==> config.mk <==
export PLATFORM = sky130hd
export DESIGN_NAME = rmie_div
export DESIGN_NICKNAME = d
export VERILOG_FILES = /design/src/design/rmie_pkg.sv /design/src/design/rmie_div.sv
export SDC_FILE = /design/constraint.sdc
export NUM_CORES = 1
export LEC_CHECK = 0
export ABC_AREA = 1
export BUFFER_PORTS_ARGS = -buffer_cell sky130_fd_sc_hd__buf_2
export CAP_MARGIN = 20
export CORE_ASPECT_RATIO = 0.8
export CORE_MARGIN = 2
export CORE_UTILIZATION = 41
export CTS_CLUSTER_SIZE = 12
export DETAILED_ROUTE_END_ITERATION = 8
export GPL_TIMING_DRIVEN = 0
export SYNTH_ARGS = -nofsm -noshare
export SYNTH_HDL_FRONTEND = slang
export SYNTH_SLANG_ARGS = --single-unit
==> constraint.sdc <==
create_clock -name clk -period 6.35 [get_ports clk]
set_input_delay 0.3175 -clock clk [delete_from_list [all_inputs] [get_ports clk]]
set_output_delay 0.3175 -clock clk [all_outputs]
set_load 0.03 [all_outputs]
==> src/design/rmie_pkg.sv <==
// ----------------------------------------------------------------------------
// rmie_pkg
// Shared constants for the random access machine executor.
// ----------------------------------------------------------------------------
package rmie_pkg;

  localparam int RegistersDefault = 256;
  localparam int DataWidthDefault = 32;
  localparam int ProgIdxWidthDefault = 16;

  localparam logic [3:0] OP_READ  = 4'd0;
  localparam logic [3:0] OP_LOAD  = 4'd1;
  localparam logic [3:0] OP_STORE = 4'd2;
  localparam logic [3:0] OP_WRITE = 4'd3;
  localparam logic [3:0] OP_ADD   = 4'd4;
  localparam logic [3:0] OP_SUB   = 4'd5;
  localparam logic [3:0] OP_MUL   = 4'd6;
  localparam logic [3:0] OP_DIV   = 4'd7;
  localparam logic [3:0] OP_JUMP  = 4'd8;
  localparam logic [3:0] OP_JZERO = 4'd9;
  localparam logic [3:0] OP_JGTZ  = 4'd10;

  localparam logic [1:0] MODE_IMM  = 2'd0;
  localparam logic [1:0] MODE_DIR  = 2'd1;
  localparam logic [1:0] MODE_IND  = 2'd2;
  localparam logic [1:0] MODE_RSVD = 2'd3;

  localparam logic [1:0] ERR_OK      = 2'd0;
  localparam logic [1:0] ERR_ILLEGAL = 2'd1;
  localparam logic [1:0] ERR_DIVZERO = 2'd2;
  localparam logic [1:0] ERR_RANGE   = 2'd3;

endpackage

==> src/design/rmie_div.sv <==
// ----------------------------------------------------------------------------
// rmie_div
// Signed restoring divider, one quotient bit per cycle, truncating.
// ----------------------------------------------------------------------------
module rmie_div import rmie_pkg::*; #(
  parameter int DW = DataWidthDefault
) (
  input  logic          clk,
  input  logic          rst,
  input  logic          start,
  input  logic [DW-1:0] dividend,
  input  logic [DW-1:0] divisor,
  output logic          done,
  output logic [DW-1:0] quotient
);
  localparam int CW = $clog2(DW + 1);

  logic          busy;
  logic [CW-1:0] count;
  logic [DW-1:0] rem;
  logic [DW-1:0] quo;
  logic [DW-1:0] dsr;
  logic          neg;
  logic [DW:0]   trial;

  assign trial = {rem, quo[DW-1]} - {1'b0, dsr};

  always_ff @(posedge clk) begin
    if (rst) begin
      busy <= 1'b0;
      done <= 1'b0;
    end else begin
      done <= 1'b0;
      if (start) begin
        busy <= 1'b1;
        count <= CW'(DW);
        rem <= '0;
        quo <= dividend[DW-1] ? -dividend : dividend;
        dsr <= divisor[DW-1] ? -divisor : divisor;
        neg <= dividend[DW-1] ^ divisor[DW-1];
      end else if (busy) begin
        if (!trial[DW]) begin
          rem <= trial[DW-1:0];
          quo <= {quo[DW-2:0], 1'b1};
        end else begin
          rem <= {rem[DW-2:0], quo[DW-1]};
          quo <= {quo[DW-2:0], 1'b0};
        end
        count <= count - CW'(1);
        if (count == CW'(1)) begin
          busy <= 1'b0;
          done <= 1'b1;
        end
      end
    end
  end

  assign quotient = neg ? -quo : quo;
endmodule

Word level (Yosys, flattened, before mapping)
Cells that the tools add are included.

word-level totals
  bits in registers = 105
  input bits = 67
  word-level logic and storage cells = 34
  output and inout bits = 33

cells by class
  $add $sub $neg = 5
  equality and inequality tests = 1
  reductions and logical operators = 4
  mux-type cells = 13
  bitwise gates (word level) = 3

operators with widths
  cell                 count
  $mux 32              6
  $neg 32->32          3
  $sub 33x32->33       1
  $mux 31              1
  $eq 6x1->1 const B   1
  $mux 6               1
  $sub 6x1->6 const B  1
  $mux 1               5
  $reduce_and 2->1     2
  $reduce_or 3->1      1
  $not 1->1            2
  $reduce_bool 2->1    1
  $xor 1x1->1          1

Longest topological paths before layout
Gate-level depths: netlist of run 1.

  depth in word-level cells = 4
  depth in mapped cells = 18
  gate-level depth less buffers = 17

Least setup slack after synthesis of run 1
OpenSTA, ideal clock, no wires.

  path type = input-to-reg
  from = input start
  to = register count[0], enable pin
  path buffers = 2
  stages = 4
  setup time = 0.524 ns
  path slack = 1.622 ns
  data arrival time = 4.204 ns
  data required time = 5.826 ns
  path through = clkbuf_1 -> inv_2 -> clkbuf_1 -> a21oi_1

between the ends
  longest elaborated chain between the ends = 2

ends and longest elaborated chain
  what                                RTL line        RTL
  from (decl)                         rmie_div.sv:10  input logic start,
  $reduce_bool 2->1 (no source line)  -
  $reduce_and 2->1 (no source line)   -
  to (signal assigned)                rmie_div.sv:36  count <= CW'(DW);
  to (signal assigned)                rmie_div.sv:49  count <= count - CW'(1);
  to (decl)                           rmie_div.sv:19  logic [CW-1:0] count;

Every way passes these cells.
A chain may end at the register's enable or synchronous reset.

Worst setup path after layout of run 1
  from = register quo[0]
  to = output quotient[20]

between the ends
  longest elaborated chain between the ends = 2

ends and longest elaborated chain
  what                    RTL line        RTL
  from (decl)             rmie_div.sv:21  logic [DW-1:0] quo;
  from (signal assigned)  rmie_div.sv:38  quo <= dividend[DW-1] ? -dividend : dividend;
  from (signal assigned)  rmie_div.sv:44  quo <= {quo[DW-2:0], 1'b1};
  from (signal assigned)  rmie_div.sv:47  quo <= {quo[DW-2:0], 1'b0};
  $neg 32->32             rmie_div.sv:58  assign quotient = neg ? -quo : quo;
  $mux 32                 rmie_div.sv:58
  to (decl)               rmie_div.sv:14  output logic [DW-1:0] quotient

Every way passes these cells.

==> results.md, run 1 <==
* Synth async-reset ratio at 0%
* Final worst slack at between 3000 and 4000 ps
* Remaining DRCs at 0
* Mapped cell area at 9750 um2
* Clock root cell: clkbuf_16
* Gpl congestion at 0.941
* VDD IR-drop max at 0.145 mV
* CORE AREA at 23,400 um2
* Endpoints failing hold at 0
* Seq/Total Area, Yosys at 32.1%
* Primary FF master, synth: edfxtp_1
* Initial antenna violation count at 0
* Clock latency on the worst-skew pair at 360 ps
* Crit path from: quo[0]
* Clock Power Share at 25.4%
* Seq pwr share at 35.2%
* Vias in the first global route at around 8,300
* Setup CP Type: flop to output pin
* Synthesized area per cell at 6.88 um2
* Max_cap viols at 0
* Mapped Cells at between 1,000 and 1,500
* Placed Cells at 1,829
* Post-synth EDFFs at 103
* Status: finished clean
* FF+latch count, synth at 105
* Setup repair bufs after CTS at 0
* Grt total ovfl at 0
* YS warnings at 0
* Routed len/inst at 15.2 um
* Die area at 25,000 um2
* Commonest non-fill, non-tap cell in the layout: nand2_1
* First-pass GRT wire length at around 44,000 um
* Sw Share at slightly below 40%
* Clock period minus worst slack at about 2900 ps
* Largest net degree at the start of global routing at 35
* Starting DRT DRC Count at between 700 and 800
* Design Power at between 2 and 3 mW
* Starting Density at about two fifths
* Switching Power at 0.989 mW
* TritonCTS clock tree: yes
* Post-place setup slack at 3520 ps
* Critical path endpoint category: output pin
* RSZ-0062 raised after global routing: false
* Die Width at 176 um
* R2r worst-path depth at 17
* Post-CTS Hold Fix Bufs at 0
* HP Class: input pin to flop
* Synth unique cells at 50
* Number of port buffers at 98
* Cell Count, Final, Fillers Out at 1,845
* Worst Tran Pin Value at 925 ps
* Ports at 100
* Worst Path Required at 6030 ps
* First-pass detailed-route iteration total at 5
* Final setup viols at 0
* # diodes at 0
* Rel. slew slack at 38.2%
* Die height at 142 um
* Via count at approximately 9,000
* Worst Skew at roughly 12 ps
* Reg2reg setup slack at 3510 ps
* Max-slew violation count at 0
* Number of buffers created by CTS at 9
* Layout cells sized above 1 at 16.0%
* Post-DP HPWL at 23,000 um
* GRT Total Usage at 22.5%
* H-Tree Level Count at 3
* Crit path DAT at 2580 ps
* Int Pwr at 1.53 mW
* Critical R2R Launch: quo[31]
* Most frequent cells in the layout: 415 x nand2_1, 229 x inv_1, 143 x nor2_1, 103 x edfxtp_1, 99 x buf_2
* Worst-path clk slew at 80 ps
* Logic pwr share at 39.3%
* Mapped Nets at ~1,500
* CP endpoint: quotient[20]
* CTS sink cnt at between 100 and 150
* Clock Path Buffers at 2
* Fill count at 2,445
* Final worst path period share at 45.6%
* Final ANT Viol Nets at 0
* Row count at 50
* Via/cell ratio at 4.93
* Total wire length at 28,000 um
* Static Leak at 5.54 nW
* FMAX at 345 MHz
* Max FO, Critical Path at 4
* Layout area overhead at 13.3%
* Final nets at approximately 1,600
* Crit start category: flop
* Post-cts resize count at 0
* Power Dens Cells at 228 nW/um2
* Worst r2r dst: rem[30]
==> stage by stage <==
step	setup TNS [ps]	area, um2	hold slack (ps)	util (%)
2_1_floorplan	0	9750	395	-
3_3_place_gp	-51730	10600	435	45.4
3_5_place_dp	0	10700	504	45.8
4_1_cts	0	11000	180	47.2
5_1_grt	0	11000	178	47.2
6_report	0	11000	193	47.2
==> power by group through the flow <==
stage / sequential (mW) / clock, mW / combinational [mW]
after detailed placement: 0.903 / 0 / 0.978
after floorplan: 0.891 / 0 / 0.722
final: 0.888 / 0.641 / 0.991
after global routing: 0.895 / 0.670 / 1.10
after CTS: 0.887 / 0.648 / 0.984
after global placement: 0.906 / 0 / 0.965
==> registers in the layout, indices dropped and copies added (netlist names) <==
signal,count
neg,1
dsr,32
done,1
count,6
rem,32
busy,1
quo,32
==> layer usage <==
| metal | track usage (%) | vias up | wire length, um |
|---|---|---|---|
| li1 | - | 4667 | - |
| met4 | 3.31 | 0 | 173 |
| met3 | 3.32 | 10 | 1650 |
| met5 | 0 | - | 0 |
| met2 | 32.6 | 239 | 11300 |
| met1 | 35.6 | 4187 | 14900 |
==> how the worst min path moves through the flow <==
stage               startpoint  endpoint  slack [ps]  cells past startpoint
floorplan                  rst      done         390                      1
global placement          busy      done         440                      2
detailed placement        busy      done         500                      2
CTS                 divisor[0]    dsr[0]         180                      1
global route        divisor[0]    dsr[0]         180                      1
finish              divisor[0]    dsr[0]         190                      1
==> critical path: stages (launching register included) <==
cell and delay (ps):
edfxtp_1 420, inv_1 110, ha_1 230, nand3_1 110, inv_1 100, nand2_1 70
inv_1 120, nand4_1 200, nor2_1 280, nand2_1 80, nand2_1 80, xor2_1 200
buf_2 230
==> cells by family (layout without fill, tap and decap cells) <==
logic type | count (synthesis) | in the layout | synth area share, %
and+or+nand+nor | 799 | 799 | 37.1
xor gates and xnor gates | 92 | 92 | 8.27
buffers and inverters | 274 | 391 | 11.4
adders and majority gates | 38 | 38 | 4.96
DFF | 105 | 105 | 32.1
AOI/OAI and AO/OA | 108 | 108 | 6.16
==> cell type report <==
| class | count | area, um2 | area share (%) |
|---|---|---|---|
| Timing Repair Buffer | 101 | 558 | 5.05 |
| Sequential cell | 105 | 3130 | 28.4 |
| Clock inverter | 6 | 98.8 | 0.895 |
| Tap cell | 312 | 390 | 3.54 |
| Buffer | 27 | 181 | 1.64 |
| Inverter | 247 | 927 | 8.40 |
| Clock buffer | 10 | 229 | 2.07 |
| Multi-Input combinational cell | 1037 | 5520 | 50.0 |
==> synthesized netlist by cell type, types with 3 or more instances <==
cell,instances,area share [%]
nor2_1,144,5.5
xnor2_1,19,1.7
nand3_1,73,3.7
inv_2,16,0.62
nand2_4,8,0.92
or2_2,4,0.26
and2_1,3,0.19
ha_1,37,4.7
nor2_2,44,2.8
nor4_1,6,0.39
nand2_2,33,2.1
a31oi_1,5,0.32
inv_1,229,8.8
buf_1,5,0.19
clkbuf_1,13,0.50
buf_12,3,0.62
nand4_1,22,1.4
buf_6,3,0.35
a21oi_1,32,1.6
xor2_1,73,6.6
nor3_1,19,0.98
nand2_1,415,16
a21o_1,3,0.23
o21ai_0,53,2.7
nand3b_1,13,1.0
edfxtp_1,103,32
o21bai_1,3,0.23
Power figures use the tool's default switching activity.
==> inputs of run 2 (changes only) <==
==> constraint.sdc (replaced) <==
create_clock -name clk -period 3 [get_ports clk]
set_input_delay 0.15 -clock clk [delete_from_list [all_inputs] [get_ports clk]]
set_output_delay 0.15 -clock clk [all_outputs]
set_load 0.03 [all_outputs]
==> run 2 against run 1 <==
Largest cell class unchanged. Critical path depth increased by 6. Clock skew fell by 0.94 ps. Setup slack worse by 3200 ps. Global-route usage is essentially flat.
==> results.md, run 2 (synthesis gave the netlist of run 1 again) <==
* Vias in the first global route at 8,168 (was 8,256)
* Cell Count, Final, Fillers Out at 1,844 (was 1,845)
* Max-slew violation count at 0 (unchanged)
* RSZ-0062 raised after global routing: false (unchanged)
* Via/cell ratio at 4.88 (was 4.93)
* Post-place setup slack at 145 ps (was 3520 ps)
* CP endpoint: rem[24] (was quotient[20])
* Starting Density at 41.7% (unchanged)
* WHS at 29.2 ps (was 193 ps)
* Worst-path clk slew at 80 ps (about the same)
* Critical path endpoint category: flop (was output pin)
* FMAX at 359 MHz
* Power Dens Cells at 478 nW/um2 (was 228 nW/um2)
* Worst Hold Launch: divisor[0] (unchanged)
* Largest net degree at the start of global routing at 35 (unchanged)
* Die area at 25,000 um2 (unchanged)
* Routed len/inst at 15.0 um (was 15.2 um)
* Endpoints failing hold at 0 (unchanged)
* Final setup viols at 0 (unchanged)
* Gpl congestion at 1.00 (was 0.941)
* Die height at 142 um (unchanged)
* Commonest non-fill, non-tap cell in the layout: nand2_1 (unchanged)
* Ports at 100 (unchanged)
* Most frequent cells in the layout: 415 x nand2_1, 229 x inv_1, 143 x nor2_1, 103 x edfxtp_1, 99 x buf_2 (unchanged)
* Area occupied by multi-input gates at 5530 um2 (was 5520 um2)
* Placed Cells at 1,828 (was 1,829)
* Initial antenna violation count at 0 (unchanged)
* R2r worst-path depth at 18 (was 17)
* Clock period minus worst slack at 2790 ps
* First-pass detailed-route iteration total at 5 (unchanged)
* Crit path from: quo[31] (was quo[0])
* Critical R2R Launch: quo[31] (unchanged)
* Clock root cell: clkbuf_16 (unchanged)
* CTS sink cnt at 105 (unchanged)
* Final worst path period share at between 90% and 100%
* Crit start category: flop (unchanged)
* Register area at 3130 um2 (unchanged)
* Max_cap viols at 0 (unchanged)
* Number of buffers created by CTS at 9 (unchanged)
* First-pass GRT wire length at 43,600 um (was 43,900 um)
* Layout area overhead at 12.9% (was 13.3%)
* Worst Tran Pin Value at 895 ps (was 925 ps)
* Final nets at 1,632 (was 1,633)
* Via count at 8,995 (was 9,103)
* Total wire length at 27,700 um (was 28,000 um)
* Clock Path Buffers at 2 (unchanged)
* Crit path DAT at 2900 ps (was 2580 ps)
* Rel. slew slack at 40.2% (was 38.2%)
* Final ANT Viol Nets at 0 (unchanged)
* Remaining DRCs at 0 (unchanged)
* # diodes at 0 (unchanged)
* Post-CTS Hold Fix Bufs at 0 (unchanged)
* Starting DRT DRC Count at 736 (was 756)
* CORE AREA at 23,400 um2 (unchanged)
* Grt total ovfl at 0 (unchanged)
* Worst Skew at 11.5 ps (was 12.4 ps)
* H-Tree Level Count at 3 (unchanged)
* Clock latency on the worst-skew pair at 360 ps (about the same)
* VDD IR-drop max at 0.319 mV (was 0.145 mV)
* TritonCTS clock tree: yes (unchanged)
* Worst r2r dst: rem[24] (was rem[30])
* Row count at 50 (unchanged)
* Static Leak at 5.52 nW (was 5.54 nW)
* Fill count at 2,449 (was 2,445)
* Reg2reg setup slack at 210 ps (was 3510 ps)
* HP Class: input pin to flop (unchanged)
* Max FO, Critical Path at 10 (was 4)
* GRT Total Usage at 22.5% (about the same)
* Status: finished clean (unchanged)
* Worst Path Required at 3120 ps (was 6030 ps)
* Number of port buffers at 98 (unchanged)
* Largest registers: dsr (32), quo (32), rem (32) (unchanged)
* Post-DP HPWL at 22,900 um (was 23,000 um)
* Layout cells sized above 1 at 16.0% (about the same)
* Setup repair bufs after CTS at 0 (unchanged)
* Post-cts resize count at 0 (unchanged)
* Final worst slack at 213 ps (was 3450 ps)
* Setup CP Type: flop to flop (was flop to output pin)
* Die Width at 176 um (unchanged)
[run 2: cell types whose count changed in the layout (fill, tap and decap cells not counted)]
cell and delta:
bufinv_16 -1, clkinv_2 -1, buf_16 -1, inv_8 +1, clkinv_4 +1, o21bai_2 +1
o21bai_1 -1
[run 2: worst min-delay path by stage]
stage                     slack, ps      to  cells past startpoint
after floorplan                 230    done                      1
after global placement          400  dsr[0]                      1
after detailed placement        390  dsr[0]                      1
after CTS                        10  dsr[0]                      1
after global routing             10  dsr[0]                      1
final                            30  dsr[0]                      1
[run 2: cell type report]
| cell class | instances | area share [%] |
|---|---|---|
| Sequential cell | 105 | 28.5 |
| Timing Repair Buffer | 100 | 4.82 |
| Clock buffer | 10 | 2.08 |
| Clock inverter | 6 | 0.762 |
| Tap cell | 312 | 3.55 |
| Inverter | 247 | 8.43 |
| Buffer | 27 | 1.65 |
| Multi-Input combinational cell | 1037 | 50.2 |
[run 2: power by group]
part	switching [mW]	internal (mW)
sequential	0.0854	1.79
combinational	1.40	0.702
clock	0.611	0.670
total	2.09	3.16
[run 2: metal layers]
metal  up-vias  GRT usage (%)  wire length, um
met5         -              0                0
met4         0           3.48              205
met3        15           3.19             1850
met2       249           31.6            10900
met1      4069           36.5            14700
li1       4662              -                -
[run 2: worst max-delay path, cell delays in order (launching register included)]
cell and delay (ps):
edfxtp_1 470, inv_1 140, ha_1 240, fa_1 390, inv_1 100, nand2_1 80
nand2_2 110, nand3_4 80, nand2_4 110, nand2_4 60, nand2_4 90, nand2_4 80
nand2_4 70, nand2_2 60, nand2_4 90, buf_6 160, nand2_1 70, nand2_1 110
nor2_1 50
[run 2: per-stage QoR]
stage	total power, mW	area [um2]	util (%)	setup TNS [ps]
floorplan	3.41	9760	-	0
CTS	5.27	11000	47.0	0
detailed placement	3.98	10700	45.7	0
global placement	3.96	10600	45.5	-54290
global route	5.59	11000	47.0	0
finish	5.26	11000	47.0	0
